--- src/hdl/swlr_pkg.sv ---
// Package for the sliding-window link receiver.
// Holds framing characters, request codes, parser phase codes and ring sizes; no dependencies.
package swlr_pkg;

    localparam logic [7:0] CH_DATA_OPEN  = 8'h7B;
    localparam logic [7:0] CH_DATA_CLOSE = 8'h7D;
    localparam logic [7:0] CH_ACK_OPEN   = 8'h3C;
    localparam logic [7:0] CH_ACK_CLOSE  = 8'h3E;
    localparam logic [7:0] CH_ESC        = 8'h5C;

    localparam logic [1:0] REQ_BYTE    = 2'd0;
    localparam logic [1:0] REQ_SENT    = 2'd1;
    localparam logic [1:0] REQ_RELEASE = 2'd2;

    localparam logic [1:0] PH_WAIT = 2'd0;
    localparam logic [1:0] PH_SEQ  = 2'd1;
    localparam logic [1:0] PH_BODY = 2'd2;

    localparam logic [4:0] EARLY_MAX = 5'd31;

    // Ring and window sizes, fixed by the 4-bit slot and 5-bit count fields.
    localparam int RX_SLOTS   = 16;
    localparam int WINDOW_MAX = 16;

endpackage

--- src/hdl/swlr_if.sv ---
// Valid/ready channel interfaces for the link receiver items.
// Independent of the package; payload widths are those of the item fields.
interface swlr_in_if;
    logic       valid;
    logic       ready;
    logic [1:0] req_type;
    logic [7:0] rx_byte;
    logic [3:0] release_slot;
    modport source (output valid, req_type, rx_byte, release_slot, input ready);
    modport sink   (input valid, req_type, rx_byte, release_slot, output ready);
endinterface

interface swlr_out_if;
    logic       valid;
    logic       ready;
    logic       payload_write;
    logic [3:0] payload_slot;
    logic [7:0] payload_offset;
    logic [7:0] payload_byte;
    logic       slot_overflow;
    logic       ack_send;
    logic [7:0] ack_seq;
    logic       tx_accepted;
    logic [7:0] tx_seq;
    logic [4:0] tx_in_flight;
    logic [7:0] tx_base_seq;
    logic [3:0] rx_tail_slot;
    modport source (output valid, payload_write, payload_slot, payload_offset, payload_byte,
                    slot_overflow, ack_send, ack_seq, tx_accepted, tx_seq, tx_in_flight,
                    tx_base_seq, rx_tail_slot, input ready);
    modport sink   (input valid, payload_write, payload_slot, payload_offset, payload_byte,
                    slot_overflow, ack_send, ack_seq, tx_accepted, tx_seq, tx_in_flight,
                    tx_base_seq, rx_tail_slot, output ready);
endinterface

--- src/hdl/sliding_window_link_receiver_unit.sv ---
// Top level of the sliding-window link receiver.
// Depends on swlr_pkg and the channel interfaces in swlr_if.sv.
//
// Each item passes through a read state, which issues the read of the
// slot-length memory, and an execute state, which acts on its registered
// read data; a new slot length is written back in the cycle after that. An
// item that closes a data packet then walks the tail over the receive bitmap,
// one position at a time (at most the window size, so at most 16), and forms
// the ack once the walk ends. The next item is accepted only once the block
// is idle and the output register is empty or is emptied in that same cycle.
module sliding_window_link_receiver_unit
    import swlr_pkg::*;
#(
    parameter int SLOT_BYTES = 256
)
(
    input  logic        clk,
    input  logic        rst_n,
    input  logic        cfg_we,
    input  logic [4:0]  cfg_wdata,
    swlr_in_if.sink     in_ch,
    swlr_out_if.source  out_ch
);

    localparam int SW = (RX_SLOTS > 1) ? $clog2(RX_SLOTS) : 1;
    localparam int LW = $clog2(SLOT_BYTES + 1);
    localparam int MW = 32;

    localparam logic [1:0] ST_IDLE = 2'd0;
    localparam logic [1:0] ST_READ = 2'd1;
    localparam logic [1:0] ST_EXEC = 2'd2;
    localparam logic [1:0] ST_TAIL = 2'd3;

    logic [1:0]  state_reg, state_next;
    logic [4:0]  win_reg;
    logic [1:0]  phase_reg;
    logic        in_ack_reg, esc_reg;
    logic [7:0]  cur_seq_reg, rx_base_reg, tx_old_reg;
    logic [MW-1:0] map_reg;
    logic [SW-1:0] tail_reg;
    logic [4:0]  tx_out_reg, early_reg;
    logic [1:0]  req_reg;
    logic [7:0]  byte_reg;
    logic [3:0]  rel_reg;

    // Output register.
    logic        ov_reg;
    logic        o_pw, o_ovf, o_ack, o_txa;
    logic [3:0]  o_slot;
    logic [7:0]  o_off, o_byte, o_ackseq, o_txseq;

    // Slot-length memory; an entry not yet written since reset reads as zero.
    logic [LW-1:0] len_mem [RX_SLOTS];
    logic [LW-1:0] len_rd;
    logic          len_rd_vld;
    logic [RX_SLOTS-1:0] len_vld_reg;
    logic [LW-1:0] len_cur;
    logic          mem_we;
    logic [SW-1:0] mem_waddr, mem_raddr;
    logic [LW-1:0] mem_wdata;

    logic [4:0] eff_win;
    assign eff_win = (win_reg > 5'(WINDOW_MAX)) ? 5'(WINDOW_MAX) : win_reg;

    // Slot that the current data byte goes to.
    logic [7:0] cur_gap;
    logic [SW-1:0] cur_slot;
    assign cur_gap  = cur_seq_reg - rx_base_reg;
    assign cur_slot = SW'((32'(cur_gap) + 32'(tail_reg)) % RX_SLOTS);

    // Decode of a received byte in the body phase that stores it or closes the packet.
    logic store_req;
    logic close_req;
    always_comb
    begin
        store_req = 1'b0;
        close_req = 1'b0;
        if (req_reg == REQ_BYTE && phase_reg == PH_BODY && !in_ack_reg) begin
            if (esc_reg)
                store_req = (byte_reg == CH_ESC) || (byte_reg == CH_DATA_CLOSE);
            else begin
                store_req = (byte_reg != CH_ESC) && (byte_reg != CH_DATA_CLOSE);
                close_req = (byte_reg == CH_DATA_CLOSE);
            end
        end
    end

    assign in_ch.ready = (state_reg == ST_IDLE) && (!ov_reg || out_ch.ready);
    assign mem_raddr   = cur_slot;
    assign len_cur     = len_rd_vld ? len_rd : '0;

    always_ff @(posedge clk)
    begin
        if (mem_we)
            len_mem[mem_waddr] <= mem_wdata;
        len_rd     <= len_mem[mem_raddr];
        len_rd_vld <= len_vld_reg[mem_raddr];
    end

    // Written marks for the slot-length entries.
    always_ff @(posedge clk or negedge rst_n)
    begin
        if (!rst_n)
            len_vld_reg <= '0;
        else if (mem_we)
            len_vld_reg[mem_waddr] <= 1'b1;
    end

    // Window configuration register.
    always_ff @(posedge clk or negedge rst_n)
    begin
        if (!rst_n)
            win_reg <= 5'd5;
        else if (cfg_we)
            win_reg <= cfg_wdata;
    end

    always_comb
    begin
        state_next = state_reg;
        unique case (state_reg)
            ST_IDLE: if (in_ch.valid && in_ch.ready) state_next = ST_READ;
            ST_READ: state_next = ST_EXEC;
            ST_EXEC: state_next = close_req ? ST_TAIL : ST_IDLE;
            ST_TAIL: if (!map_reg[0]) state_next = ST_IDLE;
            default: state_next = ST_IDLE;
        endcase
    end

    // Main sequencer: the length memory write is issued in the execute cycle.
    always_ff @(posedge clk or negedge rst_n)
    begin
        if (!rst_n) begin
            state_reg   <= ST_IDLE;
            phase_reg   <= PH_WAIT;
            in_ack_reg  <= 1'b0;
            esc_reg     <= 1'b0;
            cur_seq_reg <= '0;
            rx_base_reg <= '0;
            tx_old_reg  <= '0;
            map_reg     <= '0;
            tail_reg    <= '0;
            tx_out_reg  <= '0;
            early_reg   <= '0;
            req_reg     <= '0;
            byte_reg    <= '0;
            rel_reg     <= '0;
            ov_reg      <= 1'b0;
            mem_we      <= 1'b0;
            mem_waddr   <= '0;
            mem_wdata   <= '0;
            o_pw <= 1'b0; o_ovf <= 1'b0; o_ack <= 1'b0; o_txa <= 1'b0;
            o_slot <= '0; o_off <= '0; o_byte <= '0; o_ackseq <= '0; o_txseq <= '0;
        end else begin
            state_reg <= state_next;
            mem_we    <= 1'b0;
            if (ov_reg && out_ch.ready)
                ov_reg <= 1'b0;
            if (state_reg == ST_IDLE && in_ch.valid && in_ch.ready) begin
                req_reg  <= in_ch.req_type;
                byte_reg <= in_ch.rx_byte;
                rel_reg  <= in_ch.release_slot;
            end
            if (state_reg == ST_EXEC) begin
                o_pw <= 1'b0; o_ovf <= 1'b0; o_ack <= 1'b0; o_txa <= 1'b0;
                o_slot <= '0; o_off <= '0; o_byte <= '0; o_ackseq <= '0; o_txseq <= '0;
                // A closing brace holds the result back until the tail walk ends.
                ov_reg <= !close_req;
                if (req_reg == REQ_SENT) begin
                    if (tx_out_reg < eff_win) begin
                        o_txa      <= 1'b1;
                        o_txseq    <= tx_old_reg + 8'(tx_out_reg);
                        tx_out_reg <= tx_out_reg + 5'd1;
                    end
                end else if (req_reg == REQ_RELEASE) begin
                    if (32'(rel_reg) < RX_SLOTS) begin
                        mem_we    <= 1'b1;
                        mem_waddr <= SW'(rel_reg);
                        mem_wdata <= '0;
                    end
                end else if (req_reg == REQ_BYTE) begin
                    priority if (phase_reg == PH_WAIT) begin
                        if (byte_reg == CH_DATA_OPEN || byte_reg == CH_ACK_OPEN) begin
                            phase_reg  <= PH_SEQ;
                            in_ack_reg <= (byte_reg == CH_ACK_OPEN);
                            esc_reg    <= 1'b0;
                        end
                    end else if (phase_reg == PH_SEQ) begin
                        if (in_ack_reg || (byte_reg - rx_base_reg) < 8'(eff_win)) begin
                            cur_seq_reg <= byte_reg;
                            phase_reg   <= PH_BODY;
                        end else begin
                            phase_reg <= PH_WAIT; in_ack_reg <= 1'b0; esc_reg <= 1'b0;
                        end
                    end else if (in_ack_reg) begin
                        if (byte_reg == CH_ACK_CLOSE && tx_out_reg != 5'd0) begin
                            if (cur_seq_reg == tx_old_reg) begin
                                if (6'(early_reg) + 6'd1 > 6'(tx_out_reg)) begin
                                    tx_old_reg <= tx_old_reg + 8'(tx_out_reg);
                                    tx_out_reg <= '0;
                                end else begin
                                    tx_old_reg <= tx_old_reg + 8'(early_reg) + 8'd1;
                                    tx_out_reg <= tx_out_reg - early_reg - 5'd1;
                                end
                                early_reg <= '0;
                            end else if ((cur_seq_reg - tx_old_reg) < 8'(tx_out_reg)) begin
                                if (early_reg < EARLY_MAX)
                                    early_reg <= early_reg + 5'd1;
                            end
                        end
                        phase_reg <= PH_WAIT; in_ack_reg <= 1'b0; esc_reg <= 1'b0;
                    end else if (store_req) begin
                        esc_reg <= 1'b0;
                        o_slot  <= 4'(cur_slot);
                        o_byte  <= byte_reg;
                        if (32'(len_cur) >= SLOT_BYTES) begin
                            o_ovf <= 1'b1;
                        end else begin
                            o_pw      <= 1'b1;
                            o_off     <= 8'(len_cur);
                            mem_we    <= 1'b1;
                            mem_waddr <= cur_slot;
                            mem_wdata <= len_cur + LW'(1);
                        end
                    end else if (esc_reg) begin
                        phase_reg <= PH_WAIT; in_ack_reg <= 1'b0; esc_reg <= 1'b0;
                    end else if (byte_reg == CH_ESC) begin
                        esc_reg <= 1'b1;
                    end else begin
                        // Closing brace: mark the packet and walk the tail.
                        if (cur_gap < 8'd32)
                            map_reg <= map_reg | (MW'(1) << cur_gap[4:0]);
                        phase_reg <= PH_WAIT; in_ack_reg <= 1'b0; esc_reg <= 1'b0;
                        o_ack     <= 1'b1;
                    end
                end
            end
            // Tail advance, one position a cycle; the ack goes out at the end.
            if (state_reg == ST_TAIL) begin
                if (map_reg[0]) begin
                    map_reg     <= map_reg >> 1;
                    rx_base_reg <= rx_base_reg + 8'd1;
                    tail_reg    <= SW'((32'(tail_reg) + 1) % RX_SLOTS);
                end else begin
                    o_ackseq <= rx_base_reg - 8'd1;
                    ov_reg   <= 1'b1;
                end
            end
        end
    end

    assign out_ch.valid          = ov_reg;
    assign out_ch.payload_write  = o_pw;
    assign out_ch.payload_slot   = o_slot;
    assign out_ch.payload_offset = o_off;
    assign out_ch.payload_byte   = o_byte;
    assign out_ch.slot_overflow  = o_ovf;
    assign out_ch.ack_send       = o_ack;
    assign out_ch.ack_seq        = o_ackseq;
    assign out_ch.tx_accepted    = o_txa;
    assign out_ch.tx_seq         = o_txseq;
    assign out_ch.tx_in_flight   = tx_out_reg;
    assign out_ch.tx_base_seq    = tx_old_reg;
    assign out_ch.rx_tail_slot   = 4'(tail_reg);

endmodule

--- src/flat_wrapper.sv ---
// flat-port wrapper written by rule: the top's interface ports become plain ports
module sliding_window_link_receiver_unit_flat import swlr_pkg::*;
#(
    parameter int SLOT_BYTES = 256
)
  (clk, rst_n, cfg_we, cfg_wdata, in_ch_valid, in_ch_req_type, in_ch_rx_byte, in_ch_release_slot, in_ch_ready, out_ch_valid, out_ch_payload_write, out_ch_payload_slot, out_ch_payload_offset, out_ch_payload_byte, out_ch_slot_overflow, out_ch_ack_send, out_ch_ack_seq, out_ch_tx_accepted, out_ch_tx_seq, out_ch_tx_in_flight, out_ch_tx_base_seq, out_ch_rx_tail_slot, out_ch_ready);
  swlr_in_if in_ch_i ();
  swlr_out_if out_ch_i ();
  input  logic clk;
  input  logic rst_n;
  input  logic cfg_we;
  input  logic [4:0] cfg_wdata;
  input wire logic [$bits(in_ch_i.valid)-1:0] in_ch_valid;
  input wire logic [$bits(in_ch_i.req_type)-1:0] in_ch_req_type;
  input wire logic [$bits(in_ch_i.rx_byte)-1:0] in_ch_rx_byte;
  input wire logic [$bits(in_ch_i.release_slot)-1:0] in_ch_release_slot;
  output wire logic [$bits(in_ch_i.ready)-1:0] in_ch_ready;
  output wire logic [$bits(out_ch_i.valid)-1:0] out_ch_valid;
  output wire logic [$bits(out_ch_i.payload_write)-1:0] out_ch_payload_write;
  output wire logic [$bits(out_ch_i.payload_slot)-1:0] out_ch_payload_slot;
  output wire logic [$bits(out_ch_i.payload_offset)-1:0] out_ch_payload_offset;
  output wire logic [$bits(out_ch_i.payload_byte)-1:0] out_ch_payload_byte;
  output wire logic [$bits(out_ch_i.slot_overflow)-1:0] out_ch_slot_overflow;
  output wire logic [$bits(out_ch_i.ack_send)-1:0] out_ch_ack_send;
  output wire logic [$bits(out_ch_i.ack_seq)-1:0] out_ch_ack_seq;
  output wire logic [$bits(out_ch_i.tx_accepted)-1:0] out_ch_tx_accepted;
  output wire logic [$bits(out_ch_i.tx_seq)-1:0] out_ch_tx_seq;
  output wire logic [$bits(out_ch_i.tx_in_flight)-1:0] out_ch_tx_in_flight;
  output wire logic [$bits(out_ch_i.tx_base_seq)-1:0] out_ch_tx_base_seq;
  output wire logic [$bits(out_ch_i.rx_tail_slot)-1:0] out_ch_rx_tail_slot;
  input wire logic [$bits(out_ch_i.ready)-1:0] out_ch_ready;
  assign in_ch_i.valid = in_ch_valid;
  assign in_ch_i.req_type = in_ch_req_type;
  assign in_ch_i.rx_byte = in_ch_rx_byte;
  assign in_ch_i.release_slot = in_ch_release_slot;
  assign in_ch_ready = in_ch_i.ready;
  assign out_ch_valid = out_ch_i.valid;
  assign out_ch_payload_write = out_ch_i.payload_write;
  assign out_ch_payload_slot = out_ch_i.payload_slot;
  assign out_ch_payload_offset = out_ch_i.payload_offset;
  assign out_ch_payload_byte = out_ch_i.payload_byte;
  assign out_ch_slot_overflow = out_ch_i.slot_overflow;
  assign out_ch_ack_send = out_ch_i.ack_send;
  assign out_ch_ack_seq = out_ch_i.ack_seq;
  assign out_ch_tx_accepted = out_ch_i.tx_accepted;
  assign out_ch_tx_seq = out_ch_i.tx_seq;
  assign out_ch_tx_in_flight = out_ch_i.tx_in_flight;
  assign out_ch_tx_base_seq = out_ch_i.tx_base_seq;
  assign out_ch_rx_tail_slot = out_ch_i.rx_tail_slot;
  assign out_ch_i.ready = out_ch_ready;
  sliding_window_link_receiver_unit #(.SLOT_BYTES(SLOT_BYTES)) u_core (.clk(clk), .rst_n(rst_n), .cfg_we(cfg_we), .cfg_wdata(cfg_wdata), .in_ch(in_ch_i), .out_ch(out_ch_i));
endmodule
--- config.mk ---
export PLATFORM = sky130hd
export DESIGN_NAME = sliding_window_link_receiver_unit_flat
export DESIGN_NICKNAME = d
export VERILOG_FILES = /design/src/hdl/swlr_pkg.sv /design/src/hdl/swlr_if.sv /design/src/hdl/sliding_window_link_receiver_unit.sv /design/src/flat_wrapper.sv
export SDC_FILE = /design/constraint.sdc
export NUM_CORES = 1
export LEC_CHECK = 0
export BUFFER_PORTS_ARGS = -buffer_cell sky130_fd_sc_hd__buf_2
export CAP_MARGIN = 10
export CORE_ASPECT_RATIO = 0.5
export CORE_MARGIN = 8
export CORE_UTILIZATION = 52
export DETAILED_ROUTE_END_ITERATION = 8
export PLACE_DENSITY = 0.78
export RECOVER_POWER = 50
export SYNTH_ARGS = -nofsm -noshare
export SYNTH_HDL_FRONTEND = slang
export SYNTH_SLANG_ARGS = --single-unit
export TNS_END_PERCENT = 20
--- constraint.sdc ---
create_clock -name clk -period 9.65 [get_ports clk]
set_input_delay 0.965 -clock clk [delete_from_list [all_inputs] [get_ports clk]]
set_output_delay 0.965 -clock clk [all_outputs]
set_load 0.01 [all_outputs]
Word level (Yosys, flattened, before mapping) --
Memory sizes are Yosys's and may differ from the RTL's. A register that Yosys moved wholly into a read port is not among the register bits. Cells that the tools add are included.
Word-level totals: memory bits (writable) 144, register bits 167, memories 1
Memories:
- u_core.len_mem | words 16, width 9, read ports 1, clocked after Yosys merged registers in 1, wr ports 1, line sliding_window_link_receiver_unit.sv:53 | logic [LW-1:0] len_mem [RX_SLOTS];
Operators by class: add/subtract/negate cells 16, order comparisons 11, bitwise operators 6, reduce and logical (&&, ||, !) cells 38, shift operators 1, mux-type cells 137, eq/ne operators 29
Operator list (number):
- $mux W32 | 13
- $mux W8 | 21
- $mux W9 | 8
- $mux W5 | 14
- $mux W4 | 14
- $mux W1 | 53
- $or A32 B32 Y32 | 1
- $shl A1 B5 Y32 const A | 1
- $eq A8 B7 Y1 const B | 3
- $sub A8 B8 Y8 | 3
- $mux W2 | 11
- $reduce_and A9 Y1 | 2
- $add A8 B1 Y8 const B | 2
- $add A8 B5 Y8 | 2
- $eq A8 B6 Y1 const B | 2
- $lt A8 B5 Y1 | 2
- $ne A8 B7 Y1 const B | 2
- $or A16 B16 Y16 | 1
- $reduce_bool A2 Y1 | 8
- $reduce_and A7 Y1 | 2
- $ne A2 B1 Y1 const B | 6
- $add A5 B1 Y5 const B | 2
- $logic_and A1 B1 Y1 | 10
- $lt A4 B5 Y1 const B | 2
- 33 further kinds | 53

Depth between registers and ports, before layout --
depth in word-level cells 16, depth in mapped cells 15, mapped depth without buffers 13

Worst setup path after synthesis --
No wires, ideal clock.
path kind flip-flop to flip-flop, start point register u_core.rx_base_reg[0], end point register u_core.len_rd[8], read port of u_core.len_mem, period minus slack after synthesis 3.832 ns, stages on the path, launching flop included 11, arrival 3.698 ns, setup slack 5.818 ns, setup time 0.134 ns, data required time 9.516 ns, cell sequence dfrtp_1 > ha_1 > inv_1 > fa_1 > inv_1 > fa_1 > clkbuf_1 > clkbuf_1 > clkbuf_1 > mux4_2 > mux4_2
Between the ends: longest elaborated chain between the ends 2
Ends and longest elaborated chain:
- start, declared | line sliding_window_link_receiver_unit.sv:38 | logic [7:0] cur_seq_reg, rx_base_reg, tx_old_reg;
- start signal, assigned | line sliding_window_link_receiver_unit.sv:242 | rx_base_reg <= rx_base_reg + 8'd1;
- $sub A8 B8 Y8 | line sliding_window_link_receiver_unit.sv:68 | assign cur_gap = cur_seq_reg - rx_base_reg;
- $add A4 B4 Y4 | line sliding_window_link_receiver_unit.sv:69 | assign cur_slot = SW'((32'(cur_gap) + 32'(tail_reg)) % RX_SLOTS);
- end, declared | line sliding_window_link_receiver_unit.sv:54 | logic [LW-1:0] len_rd;
Every way passes these cells. A chain may end at the register's enable or synchronous reset.

==> results_dict.tcl <==
set metrics [dict create \
    status "finished with violations" \
    violations "capacitance limit, slew limit" \
    grt_antenna_before_repair 0 \
    coreArea_sq_um 29000 \
    cts.repair.resized 0 \
    setup_viol 0 \
    netlist_instances 1149 \
    dieArea_sq_um 35600 \
    final_cell_mix "164 x dfrtp_1, 144 x edfxtp_1, 80 x buf_2" \
    synth-edff-count 144 \
    multi_input_area_sq_um 6260 \
    top_layer "met4" \
    track_usage_pct 21.0 \
    avgRoutedWirePerCell_um 22.3 \
    cts_hold_buf 0 \
    drt_wl_total_mm 36.9 \
    fill_cells 2195 \
    htree_levels 1 \
    clockRootBuffer "clkbuf_16" \
    critPathBufInv 1 \
    cts.sinks 320 \
    worst_pin_slew_ns 5.81 \
    grt_pass1_vias 10500 \
    crit_family "buffers and inverters" \
    ir_drop_uv 126 \
    drv_cap 1 \
    num_vias 10200 \
    grt_max_degree 104 \
    drc_errors 0 \
    p_leak_uw 0.00732 \
    clock_path_buffers 3 \
    drt-pass1-iter-count 5 \
    fin_skew_ns 0.0115 \
    worstSetupPathType "in2async" \
    worst_hold_path_type "reg2reg" \
    final_common_cell "dfrtp_1" \
    io_pins 83 \
    slowest_stage "clkbuf_1" \
    cts_setup_buffers 0 \
    largest_reg_flops 144 \
    cts_tree "yes" \
    synthesis.nets 1246 \
    ys_types 77 \
    required_ns 8.92 \
    via_per_inst 6.13 \
    period_share_pct 59.9 \
    gr-total-overflow 0 \
    max_stage_delay_ns 3.98 \
    synth_ff_type "dfrtp_1" \
    wl_met2_mm 18.1 \
    p_per_area_nw_per_um2 212 \
    wl_met1_mm 15.3 \
    place.gp.congestion 0.889 \
    yosysWarnings 0 \
    start_kind "input pin" \
    initial_core_util_pct 52.8 \
    die_y_um 137 \
    hold_viol 0 \
    path_cells "clkbuf_1" \
    dieWidth_um 259 \
    setup_tns_ns 0 \
    min_period_ns 5.78 \
    max_freq_mhz 173 \
    end_kind "asynchronous set/reset pin" \
    hpwl_mm 24.3 \
    clk_latency_ns 0.58 \
    cts_made_buffers 29 \
    layout.nets 1341 \
    arrival_ns 5.05 \
    yosysSeqAreaShare_pct 56.6 \
    relSlewSlack_pct -287 \
    syn_area_per_cell_sq_um 13.3 \
    ant_nets 0 \
    register_area_sq_um 8680 \
    drive_gt1_share_pct 21.3 \
    p_total_uw 3660 \
    synth_seq_cells 320 \
    slew_violations 104 \
    insertedDiodeCount 0 \
    grt_pass1_wl_mm 59.4 \
    syn_area_sq_um 15300 \
    num_rows 44 \
    synth_async_sr_flop_share_pct 51.9 \
    rsz0062_at_grt "no" \
    worstPathMaxFanout 103 \
    area_growth_pct 12.6 \
    wl_met3_mm 2.50 \
    drt_iter0_markers 960 \
    path_clk_slew_ns 0.07 \
    port_buffers 82 \
]
## report_power, final
group / leakage [uW] / total (uW) / switching [uW] / internal (uW)
combinational: 0.00322 / 632 / 338 / 293
sequential: 0.00358 / 1760 / 185 / 1570
clock: 0.000515 / 1270 / 530 / 744
total: 0.00732 / 3660 / 1050 / 2610
## synthesized netlist by cell type (all sizes together), types with 4 or more instances
| library cell | instances | share of area, % |
|---|---|---|
| fa | 7 | 0.91 |
| a21o | 18 | 0.89 |
| or3 | 6 | 0.24 |
| nand4 | 15 | 0.61 |
| edfxtp | 144 | 28 |
| o41ai | 4 | 0.23 |
| or2 | 17 | 0.69 |
| a221oi | 4 | 0.23 |
| a211oi | 7 | 0.34 |
| mux2 | 38 | 2.8 |
| and3 | 6 | 0.24 |
| inv | 61 | 1.5 |
| o22ai | 13 | 0.53 |
| a22o | 27 | 1.5 |
| xnor2 | 46 | 2.6 |
| dfrtp | 164 | 27 |
| a2111oi | 5 | 0.37 |
| nand3b | 6 | 0.29 |
| nand3 | 25 | 0.88 |
| o31ai | 20 | 1.0 |
| a21oi | 28 | 0.91 |
| clkbuf | 32 | 0.79 |
| o211ai | 5 | 0.24 |
| nor2b | 13 | 0.53 |
| nor4 | 7 | 0.47 |
| xor2 | 14 | 0.80 |
| mux2i | 37 | 2.4 |
| nand2 | 75 | 1.8 |
| buf | 8 | 0.33 |
| o21a | 4 | 0.20 |
| nand2b | 10 | 0.41 |
| nor3 | 16 | 0.59 |
| mux4 | 50 | 7.3 |
| o21ai | 54 | 1.8 |
| nor2 | 48 | 1.2 |
| ha | 66 | 5.4 |
| dfxtp | 10 | 1.3 |
## through the flow
| step | hold slack, ns | cells | instance area [sq um] | util, % | worst slack, ns |
|---|---|---|---|---|---|
| final | 0.469 | 1657 | 17300 | 59.5 | 3.87 |
| after global routing | 0.485 | 1657 | 17300 | 59.5 | 2.79 |
| after detailed placement | 0.450 | 1603 | 16300 | 56.0 | 5.78 |
| after floorplan | 0.434 | 1149 | 15300 | - | 5.82 |
| after global placement | 0.448 | 1603 | 16300 | 56.0 | 5.89 |
| after CTS | 0.467 | 1656 | 17300 | 59.7 | 5.75 |
## cell families after synthesis
kind of cell / count (synthesis) / share of synthesized area [%]
buf+inv: 102 / 2.64
flops: 320 / 56.6
mux: 125 / 12.6
compound gates: 205 / 9.23
fa+ha+maj: 73 / 6.30
xor+xnor: 60 / 3.43
simple gates: 264 / 9.18
## area by class of cell
type | count | area share (%)
Sequential cell | 320 | 50.3
Multi-Input combinational cell | 727 | 36.3
Clock buffer | 37 | 4.79
Timing Repair Buffer | 104 | 3.10
Tap cell | 391 | 2.83
Inverter | 62 | 1.35
Clock inverter | 16 | 1.33
## path summary, 6_finish.rpt
path	slack [ns]	startpoint	to	depth (start not counted)
setup / recovery	3.87	rst_n	u_core.win_reg[4]	1
min in group asynchronous	2.53	rst_n	u_core.mem_wdata[4]	1
setup reg to reg	5.76	u_core.rx_base_reg[0]	u_core.len_rd_vld	8
hold reg to reg	0.47	u_core.len_vld_reg[7]	u_core.len_vld_reg[7]	1
hold / removal	0.47	u_core.len_vld_reg[7]	u_core.len_vld_reg[7]	1
max in group clk	5.76	u_core.rx_base_reg[0]	u_core.len_rd_vld	8
## layer usage
layer / vias to the layer above / GRT usage (%)
met5: - / 0
met2: 438 / 35.5
met4: 0 / 6.25
li1: 4497 / -
met3: 82 / 3.82
met1: 5137 / 27.7
(Power assumes the default switching activity.)
